[src/rtl/core/qoa_div.sv]
module qoa_div #(
  parameter int NW = 48,
  parameter int DW = 32
) (
  input  logic          clk,
  input  logic          rst_n,
  input  logic          start,
  input  logic [NW-1:0] num,
  input  logic [DW-1:0] den,
  output logic          done,
  output logic [NW-1:0] quo
);
  localparam int CNTW = $clog2(NW + 1);

  logic [NW-1:0]   n_r, n_nxt;
  logic [DW-1:0]   d_r, d_nxt, rem_r, rem_nxt;
  logic [DW:0]     rem_sh, diff;
  logic [CNTW-1:0] cnt_r, cnt_nxt;
  logic            busy_r, busy_nxt, done_r, done_nxt, ge;

  always_comb begin
    n_nxt    = n_r;
    d_nxt    = d_r;
    rem_nxt  = rem_r;
    cnt_nxt  = cnt_r;
    busy_nxt = busy_r;
    done_nxt = 1'b0;
    rem_sh   = {rem_r, n_r[NW-1]};
    diff     = rem_sh - {1'b0, d_r};
    ge       = rem_sh >= {1'b0, d_r};
    if (start) begin
      n_nxt    = num;
      d_nxt    = den;
      rem_nxt  = '0;
      cnt_nxt  = '0;
      busy_nxt = 1'b1;
    end else if (busy_r) begin
      rem_nxt = ge ? diff[DW-1:0] : rem_sh[DW-1:0];
      n_nxt   = {n_r[NW-2:0], ge};
      cnt_nxt = cnt_r + CNTW'(1);
      if (cnt_r == CNTW'(NW - 1)) begin
        busy_nxt = 1'b0;
        done_nxt = 1'b1;
      end
    end
  end

  always_ff @(posedge clk) begin
    n_r   <= n_nxt;
    d_r   <= d_nxt;
    rem_r <= rem_nxt;
    cnt_r <= cnt_nxt;
    if (!rst_n) begin
      busy_r <= 1'b0;
      done_r <= 1'b0;
    end else begin
      busy_r <= busy_nxt;
      done_r <= done_nxt;
    end
  end

  assign done = done_r;
  assign quo  = n_r;
endmodule

[config.mk]
export PLATFORM = sky130hd
export DESIGN_NAME = qoa_div
export DESIGN_NICKNAME = d
export VERILOG_FILES = /design/src/rtl/core/qoa_div.sv
export SDC_FILE = /design/constraint.sdc
export NUM_CORES = 1
export LEC_CHECK = 0
export ABC_CLOCK_PERIOD_IN_PS = 6800
export BUFFER_PORTS_ARGS = -buffer_cell sky130_fd_sc_hd__buf_2
export CAP_MARGIN = 20
export CORE_MARGIN = 2
export CORE_UTILIZATION = 40
export DETAILED_ROUTE_END_ITERATION = 16
export GPL_ROUTABILITY_DRIVEN = 0
export PLACE_DENSITY = 0.63
export SYNTH_ARGS = -nofsm -noshare
export SYNTH_HDL_FRONTEND = slang
export SYNTH_SLANG_ARGS = --single-unit
[constraint.sdc]
create_clock -name clk -period 6.8 [get_ports clk]
set_clock_uncertainty 0.15 [all_clocks]
set_input_delay 1.02 -clock clk [delete_from_list [all_inputs] [get_ports clk]]
set_output_delay 1.02 -clock clk [all_outputs]
set_load 0.02 [all_outputs]
==> qor.txt <==
Core Footprint = 16400 µm²
Cts hold-fix bufs = 0
Clock sink total = 120
Lkg Pwr = 3.33 nW
Min Hold Slack = 0.343 ns
HPWL after DPL = 11.0 mm
Share of cells above drive strength 1 = 30.4%
Mapped Nets = 746
Post-route DRC = 0
Root buf cell = clkbuf_16
RSZ-0062 raised after global routing = no
Drt via density = 5.28
Latest clock arrival within the worst-skew pair = 0.42 ns
CTS Buf Count = 17
Gr usage total = 18.1%
Post-CTS setup repair buffer count = 0
CP Launch Type = flop
CTS tree = built
Top post-synthesis cells by area = edfxtp_1 (36%), dfxtp_1 (12%), mux2_2 (8.0%), ha_1 (6.2%), nand2_1 (3.8%)
Top cell type by total area after synthesis = edfxtp_1
FF+latch count, synth = 120
Die Y = 133 µm
Final Instance Count excl. Fillers = 987
Port Buffer Count = 131
Final Cycle Share = 55.1%
Routed len/inst = 15.8 µm
GRT overflow = 0
Fmax = 267 MHz
Register area share after synthesis = 48.3%
First-pass GRT wire length = 25.4 mm
Min Tclk post-route = 3.75 ns
Layout area overhead = 22.0%
CP Capture Type = flop
Worst hold path type = flop to flop
Cells after Synth = 629
Final Hold Vio Count = 0
Htree depth = 4
VDD IR-drop max = 176 µV
Largest net degree at the start of global routing = 66
Final setup violating endpoints = 0
Clock Pin Slew Worst Setup and Hold Paths = 0.06 ns
Vias in the first global route = 5186
Die area = 17600 µm²
Nets@finish = 871
Initial antenna violation count = 0
Number of enable flip-flop cells after synthesis = 80
Slew @ Worst Pin = 0.992 ns
Maximum clock insertion buffer count = 2
Max-Cap Viols = 0
# diodes = 0
WL final = 15.6 mm
Post-synth top cells = edfxtp_1 (80), nand2_1 (68), inv_1 (48), mux2_2 (47), nor2_1 (43)
DRT Pass-1 Iters = 5
Mean Syn Cell Area = 10.5 µm²
Placed cells = 955
Crit Path Category = flop to flop
DR iter-0 viols = 326
FP Rows = 47
Die Wd = 133 µm
Most common flop cell mapped by yosys = edfxtp_1
Vias = 5214
Post-synth ARST share = 0%
CTS resizes = 0
Yosys Warn Count = 0
IO Count = 132
Netlist Area Pre-Place = 6640 µm²
PwrDens = 266 nW/µm²
Most frequent cell after synthesis = edfxtp_1
Fin. max-slew vios = 0
Area share of the largest cell type after synthesis = 36.2%
Initial core utilization = 40.4%
Req. time, crit path = 6.98 ns
Final TNS setup = 0 ns
WP data arrival = 3.93 ns
Post-route ant nets = 0
Outcome = complete, no violations
Crit path max fanout = 18
Yosys cell types = 65
Relative slew slack = 33.8%
[worst max-delay path, stage by stage, from the launching register on]
cell      delay [ns]
edfxtp_1        0.32
inv_1           0.04
ha_1            0.39
and4_1          0.28
and4_1          0.30
a41oi_1         0.16
o21ai_2         0.14
o32ai_1         0.26
nor2_2          0.82
nand2_1         0.49
o211ai_1        0.30
[registers in the layout (all words and copies together), names as in the netlist]
| signal | count |
|---|---|
| busy_r | 1 |
| cnt_r | 6 |
| d_r | 32 |
| done | 1 |
| quo | 48 |
| rem_r | 32 |
[cell usage in the layout, fill, tap and decap left out, types with 4 or more instances in the layout]
cell / instances
buf_2: 130
edfxtp_1: 80
nand2_1: 68
inv_1: 47
mux2_2: 47
nor2_1: 43
dfxtp_1: 40
a21oi_1: 34
ha_1: 33
o21ai_0: 30
xnor2_1: 21
clkbuf_16: 17
nor3_1: 11
nand3_1: 9
nand4_1: 9
o211ai_1: 9
a21o_1: 9
a311oi_1: 9
xor2_1: 9
a311oi_2: 8
nor2b_1: 7
inv_6: 6
o21bai_1: 5
a31oi_1: 5
a32oi_1: 5
buf_4: 5
mux2i_1: 4
or3_1: 4
[per-stage QoR]
step	area [µm²]	setup WS [ns]	util [%]	total power, W
after detailed placement	7490	3.14	45.7	0.00124
after CTS	8100	3.12	49.3	0.00218
after floorplan	6640	3.72	-	0.00114
final	8100	3.05	49.3	0.00216
after global routing	8100	2.71	49.3	0.00225
after global placement	7460	3.04	45.5	0.00124
[where the power goes]
part           internal, W  switching (W)
clock network     0.000555       0.000368
registers         0.000846      0.0000288
logic             0.000146       0.000211
[cells by family (layout without fill, tap and decap cells)]
logic type,after synthesis,after routing,share of synthesized area (%)
multiplexers,51,51,8.58
buffers and inverters,78,216,4.75
adder cells (fa/ha/maj),34,34,6.52
AO/OA/AOI/OAI,144,144,15.9
AND/OR/NAND/NOR,172,172,12.0
XOR/XNOR,30,30,3.96
flip-flops,120,120,48.3
[final cells by class]
class                           count  area [µm²]
Clock buffer                       17         425
Clock inverter                     15         180
Timing Repair Buffer              136         716
Multi-Input combinational cell    431        3120
Inverter                           48         180
Tap cell                          220         275
Sequential cell                   120        3200
Fill cell                        1521        8310
[final timing paths]
kind / slack, ns / cells past startpoint / to / startpoint
hold / removal: 0.34 / 2 / rem_r[25]$_SDFFE_PP0P_ / rem_r[25]$_SDFFE_PP0P_
setup reg to reg: 3.05 / 10 / rem_r[23]$_SDFFE_PP0P_ / d_r[19]$_DFFE_PP_
hold reg to reg: 0.34 / 2 / rem_r[25]$_SDFFE_PP0P_ / rem_r[25]$_SDFFE_PP0P_
setup / recovery: 3.05 / 10 / rem_r[23]$_SDFFE_PP0P_ / d_r[19]$_DFFE_PP_
[routing by layer]
layer,up-vias,global-route usage (%),share of wire [%]
li1,2561,-,-
met1,2489,22.4,44
met2,136,29.7,49
met3,28,5.06,4.5
met4,0,7.65,2.4
met5,-,0,0
Note: power is estimated with default switching activity, not from simulation.
