`src/rtl/core/qoa_pkg.sv`:
```
package qoa_pkg;

  localparam int FRAC_BITS_DEF    = 15;
  localparam int CORDIC_ITERS_DEF = 16;
  localparam int ATAN_LEN         = 24;
  localparam int CW               = 32;
  localparam logic signed [CW-1:0] CORDIC_X0 = 32'sd163008218;

  localparam logic [1:0] FUNC_COMPOSE = 2'd0;
  localparam logic [1:0] FUNC_SET     = 2'd1;
  localparam logic [1:0] FUNC_IDENT   = 2'd2;
  localparam logic [1:0] FUNC_READ    = 2'd3;

  typedef enum logic [3:0] {
    ST_IDLE, ST_ANG, ST_CORD, ST_AXIS, ST_SQ, ST_SQRT, ST_NDIV, ST_HAM, ST_MAT, ST_OUT
  } state_t;

  // operand codes: 0..3 stored s,x,y,z ; 4..7 built b0..b3
  typedef struct packed {
    logic [2:0] a;
    logic [2:0] b;
    logic       neg;
  } term_t;

  function automatic logic [31:0] atan_val(input logic [4:0] i);
    case (i)
      5'd0:    atan_val = 32'h20000000;
      5'd1:    atan_val = 32'h12E4051D;
      5'd2:    atan_val = 32'h09FB385B;
      5'd3:    atan_val = 32'h051111D4;
      5'd4:    atan_val = 32'h028B0D43;
      5'd5:    atan_val = 32'h0145D7E1;
      5'd6:    atan_val = 32'h00A2F61E;
      5'd7:    atan_val = 32'h00517C55;
      5'd8:    atan_val = 32'h0028BE53;
      5'd9:    atan_val = 32'h00145F2E;
      5'd10:   atan_val = 32'h000A2F98;
      5'd11:   atan_val = 32'h000517CC;
      5'd12:   atan_val = 32'h00028BE6;
      5'd13:   atan_val = 32'h000145F3;
      5'd14:   atan_val = 32'h0000A2F9;
      5'd15:   atan_val = 32'h0000517C;
      5'd16:   atan_val = 32'h000028BE;
      5'd17:   atan_val = 32'h0000145F;
      5'd18:   atan_val = 32'h00000A2F;
      5'd19:   atan_val = 32'h00000517;
      5'd20:   atan_val = 32'h0000028B;
      5'd21:   atan_val = 32'h00000145;
      5'd22:   atan_val = 32'h000000A2;
      5'd23:   atan_val = 32'h00000051;
      default: atan_val = 32'h0;
    endcase
  endfunction

  function automatic term_t ham_term(input logic [3:0] k);
    case (k)
      4'd0:    ham_term = '{a: 3'd4, b: 3'd0, neg: 1'b0};
      4'd1:    ham_term = '{a: 3'd5, b: 3'd1, neg: 1'b1};
      4'd2:    ham_term = '{a: 3'd6, b: 3'd2, neg: 1'b1};
      4'd3:    ham_term = '{a: 3'd7, b: 3'd3, neg: 1'b1};
      4'd4:    ham_term = '{a: 3'd1, b: 3'd4, neg: 1'b0};
      4'd5:    ham_term = '{a: 3'd5, b: 3'd0, neg: 1'b0};
      4'd6:    ham_term = '{a: 3'd6, b: 3'd3, neg: 1'b0};
      4'd7:    ham_term = '{a: 3'd7, b: 3'd2, neg: 1'b1};
      4'd8:    ham_term = '{a: 3'd2, b: 3'd4, neg: 1'b0};
      4'd9:    ham_term = '{a: 3'd6, b: 3'd0, neg: 1'b0};
      4'd10:   ham_term = '{a: 3'd7, b: 3'd1, neg: 1'b0};
      4'd11:   ham_term = '{a: 3'd5, b: 3'd3, neg: 1'b1};
      4'd12:   ham_term = '{a: 3'd3, b: 3'd4, neg: 1'b0};
      4'd13:   ham_term = '{a: 3'd7, b: 3'd0, neg: 1'b0};
      4'd14:   ham_term = '{a: 3'd5, b: 3'd2, neg: 1'b0};
      default: ham_term = '{a: 3'd6, b: 3'd1, neg: 1'b1};
    endcase
  endfunction

  function automatic term_t mat_term(input logic [4:0] k);
    case (k)
      5'd0:    mat_term = '{a: 3'd2, b: 3'd2, neg: 1'b1};
      5'd1:    mat_term = '{a: 3'd3, b: 3'd3, neg: 1'b1};
      5'd2:    mat_term = '{a: 3'd1, b: 3'd2, neg: 1'b0};
      5'd3:    mat_term = '{a: 3'd0, b: 3'd3, neg: 1'b1};
      5'd4:    mat_term = '{a: 3'd1, b: 3'd3, neg: 1'b0};
      5'd5:    mat_term = '{a: 3'd0, b: 3'd2, neg: 1'b0};
      5'd6:    mat_term = '{a: 3'd1, b: 3'd2, neg: 1'b0};
      5'd7:    mat_term = '{a: 3'd0, b: 3'd3, neg: 1'b0};
      5'd8:    mat_term = '{a: 3'd1, b: 3'd1, neg: 1'b1};
      5'd9:    mat_term = '{a: 3'd3, b: 3'd3, neg: 1'b1};
      5'd10:   mat_term = '{a: 3'd2, b: 3'd3, neg: 1'b0};
      5'd11:   mat_term = '{a: 3'd0, b: 3'd1, neg: 1'b1};
      5'd12:   mat_term = '{a: 3'd1, b: 3'd3, neg: 1'b0};
      5'd13:   mat_term = '{a: 3'd0, b: 3'd2, neg: 1'b1};
      5'd14:   mat_term = '{a: 3'd2, b: 3'd3, neg: 1'b0};
      5'd15:   mat_term = '{a: 3'd0, b: 3'd1, neg: 1'b0};
      5'd16:   mat_term = '{a: 3'd1, b: 3'd1, neg: 1'b1};
      default: mat_term = '{a: 3'd2, b: 3'd2, neg: 1'b1};
    endcase
  endfunction

endpackage

```
`src/rtl/core/qoa_cordic.sv`:
```
module qoa_cordic #(
  parameter int ITERS = qoa_pkg::CORDIC_ITERS_DEF
) (
  input  logic                            clk,
  input  logic                            rst_n,
  input  logic                            start,
  input  logic signed [qoa_pkg::CW:0]     z_in,
  output logic                            done,
  output logic signed [qoa_pkg::CW-1:0]   x_out,
  output logic signed [qoa_pkg::CW-1:0]   y_out
);
  import qoa_pkg::*;

  logic signed [CW-1:0] x_r, x_nxt, y_r, y_nxt;
  logic signed [CW:0]   z_r, z_nxt;
  logic [4:0]           i_r, i_nxt;
  logic                 busy_r, busy_nxt, done_r, done_nxt;
  logic signed [CW:0]   at;

  always_comb begin
    x_nxt    = x_r;
    y_nxt    = y_r;
    z_nxt    = z_r;
    i_nxt    = i_r;
    busy_nxt = busy_r;
    done_nxt = 1'b0;
    at       = signed'({1'b0, atan_val(i_r)});
    if (start) begin
      x_nxt    = CORDIC_X0;
      y_nxt    = '0;
      z_nxt    = z_in;
      i_nxt    = '0;
      busy_nxt = 1'b1;
    end else if (busy_r) begin
      if (!z_r[CW]) begin
        x_nxt = x_r - (y_r >>> i_r);
        y_nxt = y_r + (x_r >>> i_r);
        z_nxt = z_r - at;
      end else begin
        x_nxt = x_r + (y_r >>> i_r);
        y_nxt = y_r - (x_r >>> i_r);
        z_nxt = z_r + at;
      end
      i_nxt = i_r + 5'd1;
      if (i_r == 5'(ITERS - 1)) begin
        busy_nxt = 1'b0;
        done_nxt = 1'b1;
      end
    end
  end

  always_ff @(posedge clk) begin
    x_r <= x_nxt;
    y_r <= y_nxt;
    z_r <= z_nxt;
    i_r <= i_nxt;
    if (!rst_n) begin
      busy_r <= 1'b0;
      done_r <= 1'b0;
    end else begin
      busy_r <= busy_nxt;
      done_r <= done_nxt;
    end
  end

  assign done  = done_r;
  assign x_out = x_r;
  assign y_out = y_r;
endmodule

```
`config.mk`:
```
export PLATFORM = sky130hd
export DESIGN_NAME = qoa_cordic
export DESIGN_NICKNAME = d
export VERILOG_FILES = /design/src/rtl/core/qoa_pkg.sv /design/src/rtl/core/qoa_cordic.sv
export SDC_FILE = /design/constraint.sdc
export NUM_CORES = 1
export LEC_CHECK = 0
export BUFFER_PORTS_ARGS = -buffer_cell sky130_fd_sc_hd__buf_2
export CORE_ASPECT_RATIO = 0.9
export CORE_UTILIZATION = 50
export CTS_CLUSTER_SIZE = 16
export DETAILED_ROUTE_END_ITERATION = 16
export PLACE_DENSITY = 0.7
export SLEW_MARGIN = 15
export SYNTH_ARGS = -nofsm -noshare
export SYNTH_HDL_FRONTEND = slang
export SYNTH_SLANG_ARGS = --single-unit
```
`constraint.sdc`:
```
create_clock -name clk -period 12 [get_ports clk]
set_clock_uncertainty 0.15 [all_clocks]
set_input_delay 2.4 -clock clk [delete_from_list [all_inputs] [get_ports clk]]
set_output_delay 2.4 -clock clk [all_outputs]
set_load 0.02 [all_outputs]
```
==> impl_metrics.ini, run 1 <==
[synth]
yosys_warnings = 0
async_flop_share_pct = 0
synth_seq_cells = 134
netlist.area_leader.share_pct = 12.1
syn-cell-area_um2 = 16700
synth_top_area_cell = dfxtp_1
synth-edff-count = 33
synthTopCellsByArea = dfxtp_1, mux4_2, ha_1
avgSynthCellArea_um2 = 8.28
ys_seq_area_share_pct = 18.1
yosys_most_used_dff = dfxtp_1
ys_types = 89
syn-num-nets = 2168
syn-instance-count = 2017

[clocking]
clk_pin_slew_ns = 0.07
htreeDepth = 4
cts_made_buffers = 17
cts-root-buf = clkbuf_16
cts_resized = 0
cts_tree = done
cts.sinks = 134
clock_latency_ns = 0.46
hold_buffers = 0
clk_path_buf_depth = 2
cts_setup_buffers = 0

[layout]
fin_nets = 2180
finalInstanceArea_um2 = 17900
antenna_cells = 0
drive_gt1_share_pct = 15.6
final_common_cell = nand2_1
syn2layout_area_growth_pct = 7.35
nFillCells = 3013
final_cell_mix = nand2_1, nor2_1, a21oi_1, o21ai_0, ha_1
postLayoutCoreUtil_pct = 54.5

[sta]
fmax_ghz = 0.131
whs_ns = 0.422
hold_viol_final = 0
worst_pin_slew_ns = 1.19
layout_setup_ws_ns = 4.37
tns_ns = 0
min_period_ns = 7.63
finalCritPeriodShare_pct = 63.6
slew_viol_final = 0
setup_violations = 0
grt_setup_unrepaired = no
slew_headroom_pct = 20.5

[routing]
avgRoutedWirePerCell_um = 23.3
drt_iter0_markers = 1636
viasPerCell = 6.66
routed_wl_um = 57400
vias = 16400
ant_nets = 0
drc = 0
drtPass1Iterations = 7

[outcome]
outcome = finished clean

[place]
post-place-ws_ns = 4.55
portBuffers = 100
hpwl_um = 41200
placed_area_um2 = 17300
place_congestion = 0.995

[setup_path]
path_class = reg2reg
required_ns = 12.17
crit_fanout = 67
crit_path_end_kind = flip-flop
arrival_ns = 7.80
critPathLaunchType = flip-flop

[global_route]
overflow = 0
antenna_found_initial = 1
grt_pass1_vias = 15200
grtUsageTotal_pct = 33.3
grt_pass1_wl_um = 88200
grt_max_degree = 72

[power_and_ir_drop]
leakage_nw = 7.35
power_density_nw_per_um2 = 327
max-vdd-ir-drop_mv = 0.177

[die]
initial_core_util_pct = 50.8
die_h_um = 175
fp.dieW_um = 195
dieArea_um2 = 34100
core.rowCount = 63
core_region_area_um2 = 32900
ioPinCount = 101

[run]
cap_violations = 0

[worst_hold_path]
hold_class = reg2reg
flip-flops by register name, summed over array words and instances (netlist names):
register	cells
at	30
busy_r	1
done	1
i_r	5
x_out	32
y_out	32
z_r	33
synth_stat cells (34+ instances only):
cell      number
a21o_1        48
a21oi_1      169
a31oi_1       41
clkbuf_1      75
dfxtp_1      101
ha_1         112
inv_1         50
mux2_2        36
mux2i_1       79
mux4_2        83
nand2_1      194
nor2_1       185
nor3_1        34
o21ai_0      140
xnor2_1       84
xor2_1        82
through the flow:
step	instances	power, mW
CTS	2464	5.78
global placement	2432	5.12
finish	2464	5.86
global route	2464	6.30
floorplan	2017	4.14
detailed placement	2432	5.18
metal layers:
layer	GRT usage (%)	wire length (um)
met5	0	0
met4	13.1	1870
met1	46.5	24700
met2	50.2	25000
met3	6.74	5860
final timing paths:
kind | to | startpoint | slack (ns) | cells after the start
worst min-delay path | x_out[0] | x_out[0] | 0.42 | 2
worst min register to register | x_out[0] | x_out[0] | 0.42 | 2
worst max-delay path | y_out[31] | i_r[1] | 4.37 | 25
worst max register to register | y_out[31] | i_r[1] | 4.37 | 25
critical path: stages, from the launching register on:
cell	delay, ns
dfxtp_4	0.89
buf_4	0.76
mux4_2	0.45
mux2i_1	0.23
o21ai_0	0.13
a2111oi_2	0.64
ha_1	0.29
and3_1	0.25
nor4b_2	0.46
and2_1	0.32
and2b_1	0.23
nand2_1	0.09
a31oi_1	0.17
a2bb2oi_1	0.25
ha_1	0.34
and3_1	0.23
a221oi_1	0.39
o21ai_0	0.15
a21oi_1	0.16
inv_1	0.05
a21oi_1	0.18
nand2_1	0.06
o21ai_0	0.19
xnor2_1	0.17
a21o_1	0.14
a21oi_1	0.05
layout make-up:
type | count | area (um2) | share of cell area, %
clock inverter | 15 | 198 | 1.10
multi-input combinational | 1703 | 12900 | 71.9
sequential | 134 | 3030 | 16.9
clock buffer | 17 | 425 | 2.37
timing repair buffer | 121 | 661 | 3.69
tap | 422 | 528 | 2.95
inverter | 52 | 195 | 1.09
cells by family (layout without fill, tap and decap cells):
kind of cell | Yosys count | in the layout | synth area share, %
XOR/XNOR | 167 | 167 | 8.85
AND/OR/NAND/NOR | 593 | 593 | 16.7
AO/OA/AOI/OAI | 629 | 629 | 24.3
buffers and inverters | 180 | 205 | 4.78
adder cells (fa/ha/maj) | 115 | 115 | 8.76
multiplexers | 199 | 199 | 18.5
flip-flops | 134 | 134 | 18.1
power by group:
group	switching (mW)	internal, mW
combinational	2.46	1.84
sequential	0.350	0.642
clock	0.257	0.302
total	3.07	2.79
(Power assumes the default switching activity.)
==> inputs of run 2 (changes only) <==
--- a/config.mk
+++ b/config.mk
@@ -10,7 +10,7 @@
 export CORE_UTILIZATION = 50
 export CTS_CLUSTER_SIZE = 16
 export DETAILED_ROUTE_END_ITERATION = 16
-export PLACE_DENSITY = 0.7
+export PLACE_DENSITY = 0.72
 export SLEW_MARGIN = 15
 export SYNTH_ARGS = -nofsm -noshare
 export SYNTH_HDL_FRONTEND = slang
==> constraint.sdc (replaced) <==
create_clock -name clk -period 6.6 [get_ports clk]
set_clock_uncertainty 0.15 [all_clocks]
set_input_delay 1.32 -clock clk [delete_from_list [all_inputs] [get_ports clk]]
set_output_delay 1.32 -clock clk [all_outputs]
set_load 0.02 [all_outputs]
==> impl_metrics.ini, run 2 (same netlist as run 1, synthesis figures left out) <==
[setup_path]
crit_path_end_kind = flip-flop
critPathLaunchType = flip-flop
path_class = reg2reg
path_cells = clkbuf_16 -> nor3_1 -> a22oi_1 -> o211ai_1 -> or2_2 -> inv_1 -> a31oi_1 -> xor2_1 -> ha_1 -> and3_1 -> a221o_1 -> a31o_2 -> a31o_2 -> a221oi_1 -> o21ai_0 -> a21oi_1 -> o21ai_0 -> or4b_2 -> nand3_1
slowest_stage = nor3_1
cp_slowest_stage_delay_ns = 0.90
required_ns = 6.85
crit_fanout = 17
arrival_ns = 6.65

[clocking]
clk_path_buf_depth = 2
htreeDepth = 4
cts_made_buffers = 17
cts.sinks = 134
cts-root-buf = clkbuf_16
cts_tree = done
hold_buffers = 0
clk_pin_slew_ns = 0.07
clock_latency_ns = 0.46

[place]
dpl.cell_count = 2491
place_congestion = 1.02
hpwl_um = 44000
portBuffers = 100

[sta]
setup_violations = 0
fmax_ghz = 0.156
hold_viol_final = 0
whs_ns = 0.413
tns_ns = 0
slew_headroom_pct = 23.1
worst_pin_slew_ns = 1.15
slew_viol_final = 0
min_period_ns = 6.40
finalCritPeriodShare_pct = 97.0
grt_setup_unrepaired = no

[outcome]
outcome = finished clean

[routing]
routed_wl_um = 60000
ant_nets = 0
viasPerCell = 6.77
vias = 17200
avgRoutedWirePerCell_um = 23.6
drt_iter0_markers = 2078
drc = 0
drtPass1Iterations = 6

[die]
core.rowCount = 63
core_region_area_um2 = 32900
fp.dieW_um = 195
die_h_um = 175
dieArea_um2 = 34100
ioPinCount = 101
initial_core_util_pct = 50.8

[layout]
drive_gt1_share_pct = 18.6
syn2layout_area_growth_pct = 11.4
nFillCells = 2994
max_flop_register = z_r
fin_nets = 2251
final_common_cell = nand2_1
final_cell_mix = nand2_1, nor2_1, a21oi_1, o21ai_0, ha_1
multi_input_area_um2 = 12900
largest_register_ffs = 33
final_cells = 2536
seqCellArea_um2 = 3030

[power_and_ir_drop]
power_density_nw_per_um2 = 578
leakage_nw = 7.74
max-vdd-ir-drop_mv = 0.295
power_mw = 10.8

[worst_hold_path]
hold_class = reg2reg

[global_route]
grt_max_degree = 63
grt_pass1_wl_um = 90400
overflow = 0
grt_pass1_vias = 15800
grtUsageTotal_pct = 34.1
antenna_found_initial = 1

[run]
cap_violations = 0
-- run 2: changes by cell type in the layout (fill, tap and decap cells not counted), moves of 2 or more --
cell,delta
clkinv_4,+2
buf_12,+5
inv_6,-2
buf_6,+2
a221oi_1,-2
buf_4,+62
a2111oi_4,+2
a221oi_2,+2
-- run 2: worst paths after layout --
path / startpoint / to / slack [ns] / depth (start not counted)
setup reg to reg: i_r[2] / y_out[26] / 0.20 / 19
hold / removal: y_out[19] / y_out[19] / 0.41 / 2
setup / recovery: i_r[2] / y_out[26] / 0.20 / 19
hold reg to reg: y_out[19] / y_out[19] / 0.41 / 2
-- run 2: worst max-delay path: cells and delay by family (launching register included) --
kind / cells / cell delay, ns
and+or+nand+nor: 5 / 2.05
AOI/OAI and AO/OA: 10 / 2.92
DFF: 1 / 0.45
adders and majority gates: 1 / 0.29
buffers and inverters: 2 / 0.28
xor gates and xnor gates: 1 / 0.20
-- run 2: power breakdown --
part | switching (mW) | total [mW] | internal (mW)
registers | 0.521 | 1.68 | 1.16
clock network | 0.460 | 1.00 | 0.543
logic | 4.63 | 8.07 | 3.43
total | 5.61 | 10.8 | 5.14
-- run 2: final cells by class --
class                           instances  share of cell area [%]
Antenna cell                            1                  0.0135
Clock buffer                           17                    2.29
Clock inverter                         15                   0.989
Inverter                               52                    1.05
Multi-Input combinational cell       1703                    69.6
Sequential cell                       134                    16.3
Tap cell                              422                    2.84
Timing Repair Buffer                  192                    6.93
-- run 2: per-stage QoR --
step           cell area, um2  utilization (%)  worst slack [ns]
5_1_grt                 18600             56.5           0.00723
2_1_floorplan           16700                -             0.792
3_5_place_dp            17800             54.1             0.189
3_3_place_gp            17800             54.1             0.303
4_1_cts                 18400             55.9             0.174
6_report                18600             56.6             0.199
-- run 2: metal layers --
| layer | part of all wire (%) | vias to the layer above | track usage (%) | wire, um |
|---|---|---|---|---|
| met2 | 42 | 1114 | 49.8 | 25200 |
| met4 | 4.6 | 0 | 16.6 | 2740 |
| met3 | 11 | 181 | 8.18 | 6790 |
| met5 | 0 | - | 0 | 0 |
| li1 | - | 7747 | - | - |
| met1 | 42 | 8120 | 46.9 | 25200 |
-- run 2: repair_timing --
action | 4_1_cts | 5_1_grt
endpoints found under the setup margin | 0 | 13
endpoints found under the hold margin | 0 | 0
setup buffers | 0 | 12
resized for setup | 0 | 9
==> inputs of run 3 (changes only) <==
--- a/config.mk
+++ b/config.mk
@@ -11,6 +11,7 @@
 export CTS_CLUSTER_SIZE = 16
 export DETAILED_ROUTE_END_ITERATION = 16
 export PLACE_DENSITY = 0.72
+export SKIP_LAST_GASP = 1
 export SLEW_MARGIN = 15
 export SYNTH_ARGS = -nofsm -noshare
 export SYNTH_HDL_FRONTEND = slang
==> constraint.sdc (replaced) <==
create_clock -name clk -period 5.7 [get_ports clk]
set_clock_uncertainty 0.15 [all_clocks]
set_input_delay 1.14 -clock clk [delete_from_list [all_inputs] [get_ports clk]]
set_output_delay 1.14 -clock clk [all_outputs]
set_load 0.02 [all_outputs]
==> impl_metrics.ini, run 3 (same netlist as run 1, synthesis figures left out) <==
[global_route]
grt_pass1_wl_um = 98300
antenna_found_initial = 0
grt_max_degree = 67
overflow = 0
grtUsageTotal_pct = 37.4
grt_pass1_vias = 17200

[sta]
grt_setup_unrepaired = yes
worst_pin_slew_ns = 0.960
whs_ns = 0.450
tns_ns = -0.226
setup_violations = 4
finalCritPeriodShare_pct = 101
layout_setup_ws_ns = -0.0821
slew_viol_final = 0
fmax_ghz = 0.173
slew_headroom_pct = 35.4
hold_viol_final = 0
min_period_ns = 5.78

[layout]
final_cell_mix = buf_4, nand2_1, nor2_1, a21oi_1, o21ai_0
seqCellArea_um2 = 3030
max_flop_register = z_r
fin_nets = 2547
largest_register_ffs = 33
final_common_cell = buf_4
multi_input_area_um2 = 13300
drive_gt1_share_pct = 31.1
syn2layout_area_growth_pct = 26.8
antenna_cells = 0
nFillCells = 2791

[power_and_ir_drop]
sequentialPowerShare_pct = 12.7
comb_power_share_pct = 79.7
sw_frac_of_total_pct = 49.4
p_int_mw = 7.26
max-vdd-ir-drop_mv = 0.366
clock_power_share_pct = 7.6
power_density_nw_per_um2 = 678
leakage_nw = 9.24
switching_power_mw = 7.08

[setup_path]
path_class = reg2reg
crit_path_end_kind = flip-flop
arrival_ns = 6.05
required_ns = 5.96
critPathLaunchType = flip-flop
crit_fanout = 7

[clocking]
cts_tree = done
htreeDepth = 4
cts_made_buffers = 17
cts-root-buf = clkbuf_16
cts.sinks = 134
clk_path_buf_depth = 2
hold_buffers = 0
clock_latency_ns = 0.47
clk_pin_slew_ns = 0.07

[routing]
ant_nets = 0
vias = 18200
routed_wl_um = 64700
viasPerCell = 6.44
drtPass1Iterations = 5
drt_iter0_markers = 2073
avgRoutedWirePerCell_um = 22.8
drc = 0

[outcome]
outcome = finished with violations
failed_checks = negative setup slack

[die]
dieArea_um2 = 34100
core_region_area_um2 = 32900
ioPinCount = 101
fp.dieW_um = 195
core.rowCount = 63
initial_core_util_pct = 50.8
die_h_um = 175

[place]
portBuffers = 100
post-place-ws_ns = -0.311
place_congestion = 1.01
hpwl_um = 49900

[worst_hold_path]
hold_class = reg2reg

[run]
cap_violations = 0
==> run 3: changes by cell type in the layout (fill, tap and decap cells not counted), sizes merged <==
cell | previous run | this run
bufinv | 1 | 0
clkinvlp | 1 | 0
buf | 191 | 487
diode | 1 | 0
clkbuf | 18 | 20
==> run 3: final timing paths <==
kind	slack (ns)	startpoint	cells past startpoint	to
setup / recovery	-0.08	i_r[1]	23	y_out[26]
hold reg to reg	0.45	y_out[16]	2	y_out[16]
hold / removal	0.45	y_out[16]	2	y_out[16]
setup reg to reg	-0.08	i_r[1]	23	y_out[26]
==> run 3: final cells by class <==
class,instances,share of cell area [%]
Multi-Input combinational cell,1703,62.7
Timing Repair Buffer,488,17.0
Sequential cell,134,14.3
Tap cell,422,2.49
Clock buffer,19,2.09
Inverter,52,0.922
Clock inverter,13,0.520
==> run 3: metrics by stage <==
step                utilization (%)  area (um2)  cells  total power, mW
floorplan                         -       16700   2017             8.71
global placement               60.4       19800   2761             12.2
detailed placement             60.4       19800   2761             12.4
CTS                            63.0       20700   2809             13.8
global route                   64.4       21200   2831             15.3
finish                         64.4       21200   2831             14.3
==> run 3: layer usage <==
layer	up-vias	routed length (um)	track usage [%]
met1	8783	27100	51.0
li1	8317	-	-
met2	994	28700	57.6
met3	149	6580	7.93
met4	0	2310	14.9
met5	-	0	0
==> run 3: power by group through the flow <==
stage                     logic (mW)  registers [mW]  clock network [mW]
final                           11.4            1.82                1.09
after global routing            12.4            1.83                1.13
after CTS                       10.9            1.79                1.10
after detailed placement        10.6            1.80                   0
after global placement          10.4            1.80                   0
after floorplan                 6.84            1.87                   0
==> run 3: critical path, stage by stage (launching register included) <==
cell      delay (ns)
dfxtp_4         0.38
buf_4           0.13
buf_4           0.15
mux4_2          0.53
mux2i_1         0.31
buf_4           0.18
o21ai_0         0.17
nand2_1         0.13
o211ai_1        0.13
or2_2           0.33
inv_1           0.07
a31oi_1         0.08
xor2_1          0.17
ha_1            0.30
and3_1          0.20
a221o_1         0.38
a31o_2          0.25
a31o_2          0.28
a221oi_4        0.27
o21ai_2         0.12
a21oi_2         0.17
o21ai_0         0.13
or4b_2          0.62
nand3_1         0.10
==> run 3: timing repair <==
action | 4_1_cts | 5_1_grt
endpoints found under the setup margin | 10 | 20
buffers inserted | 16 | 21
pin swaps | 18 | 34
gates cloned | 0 | 1
gates resized for setup | 42 | 73
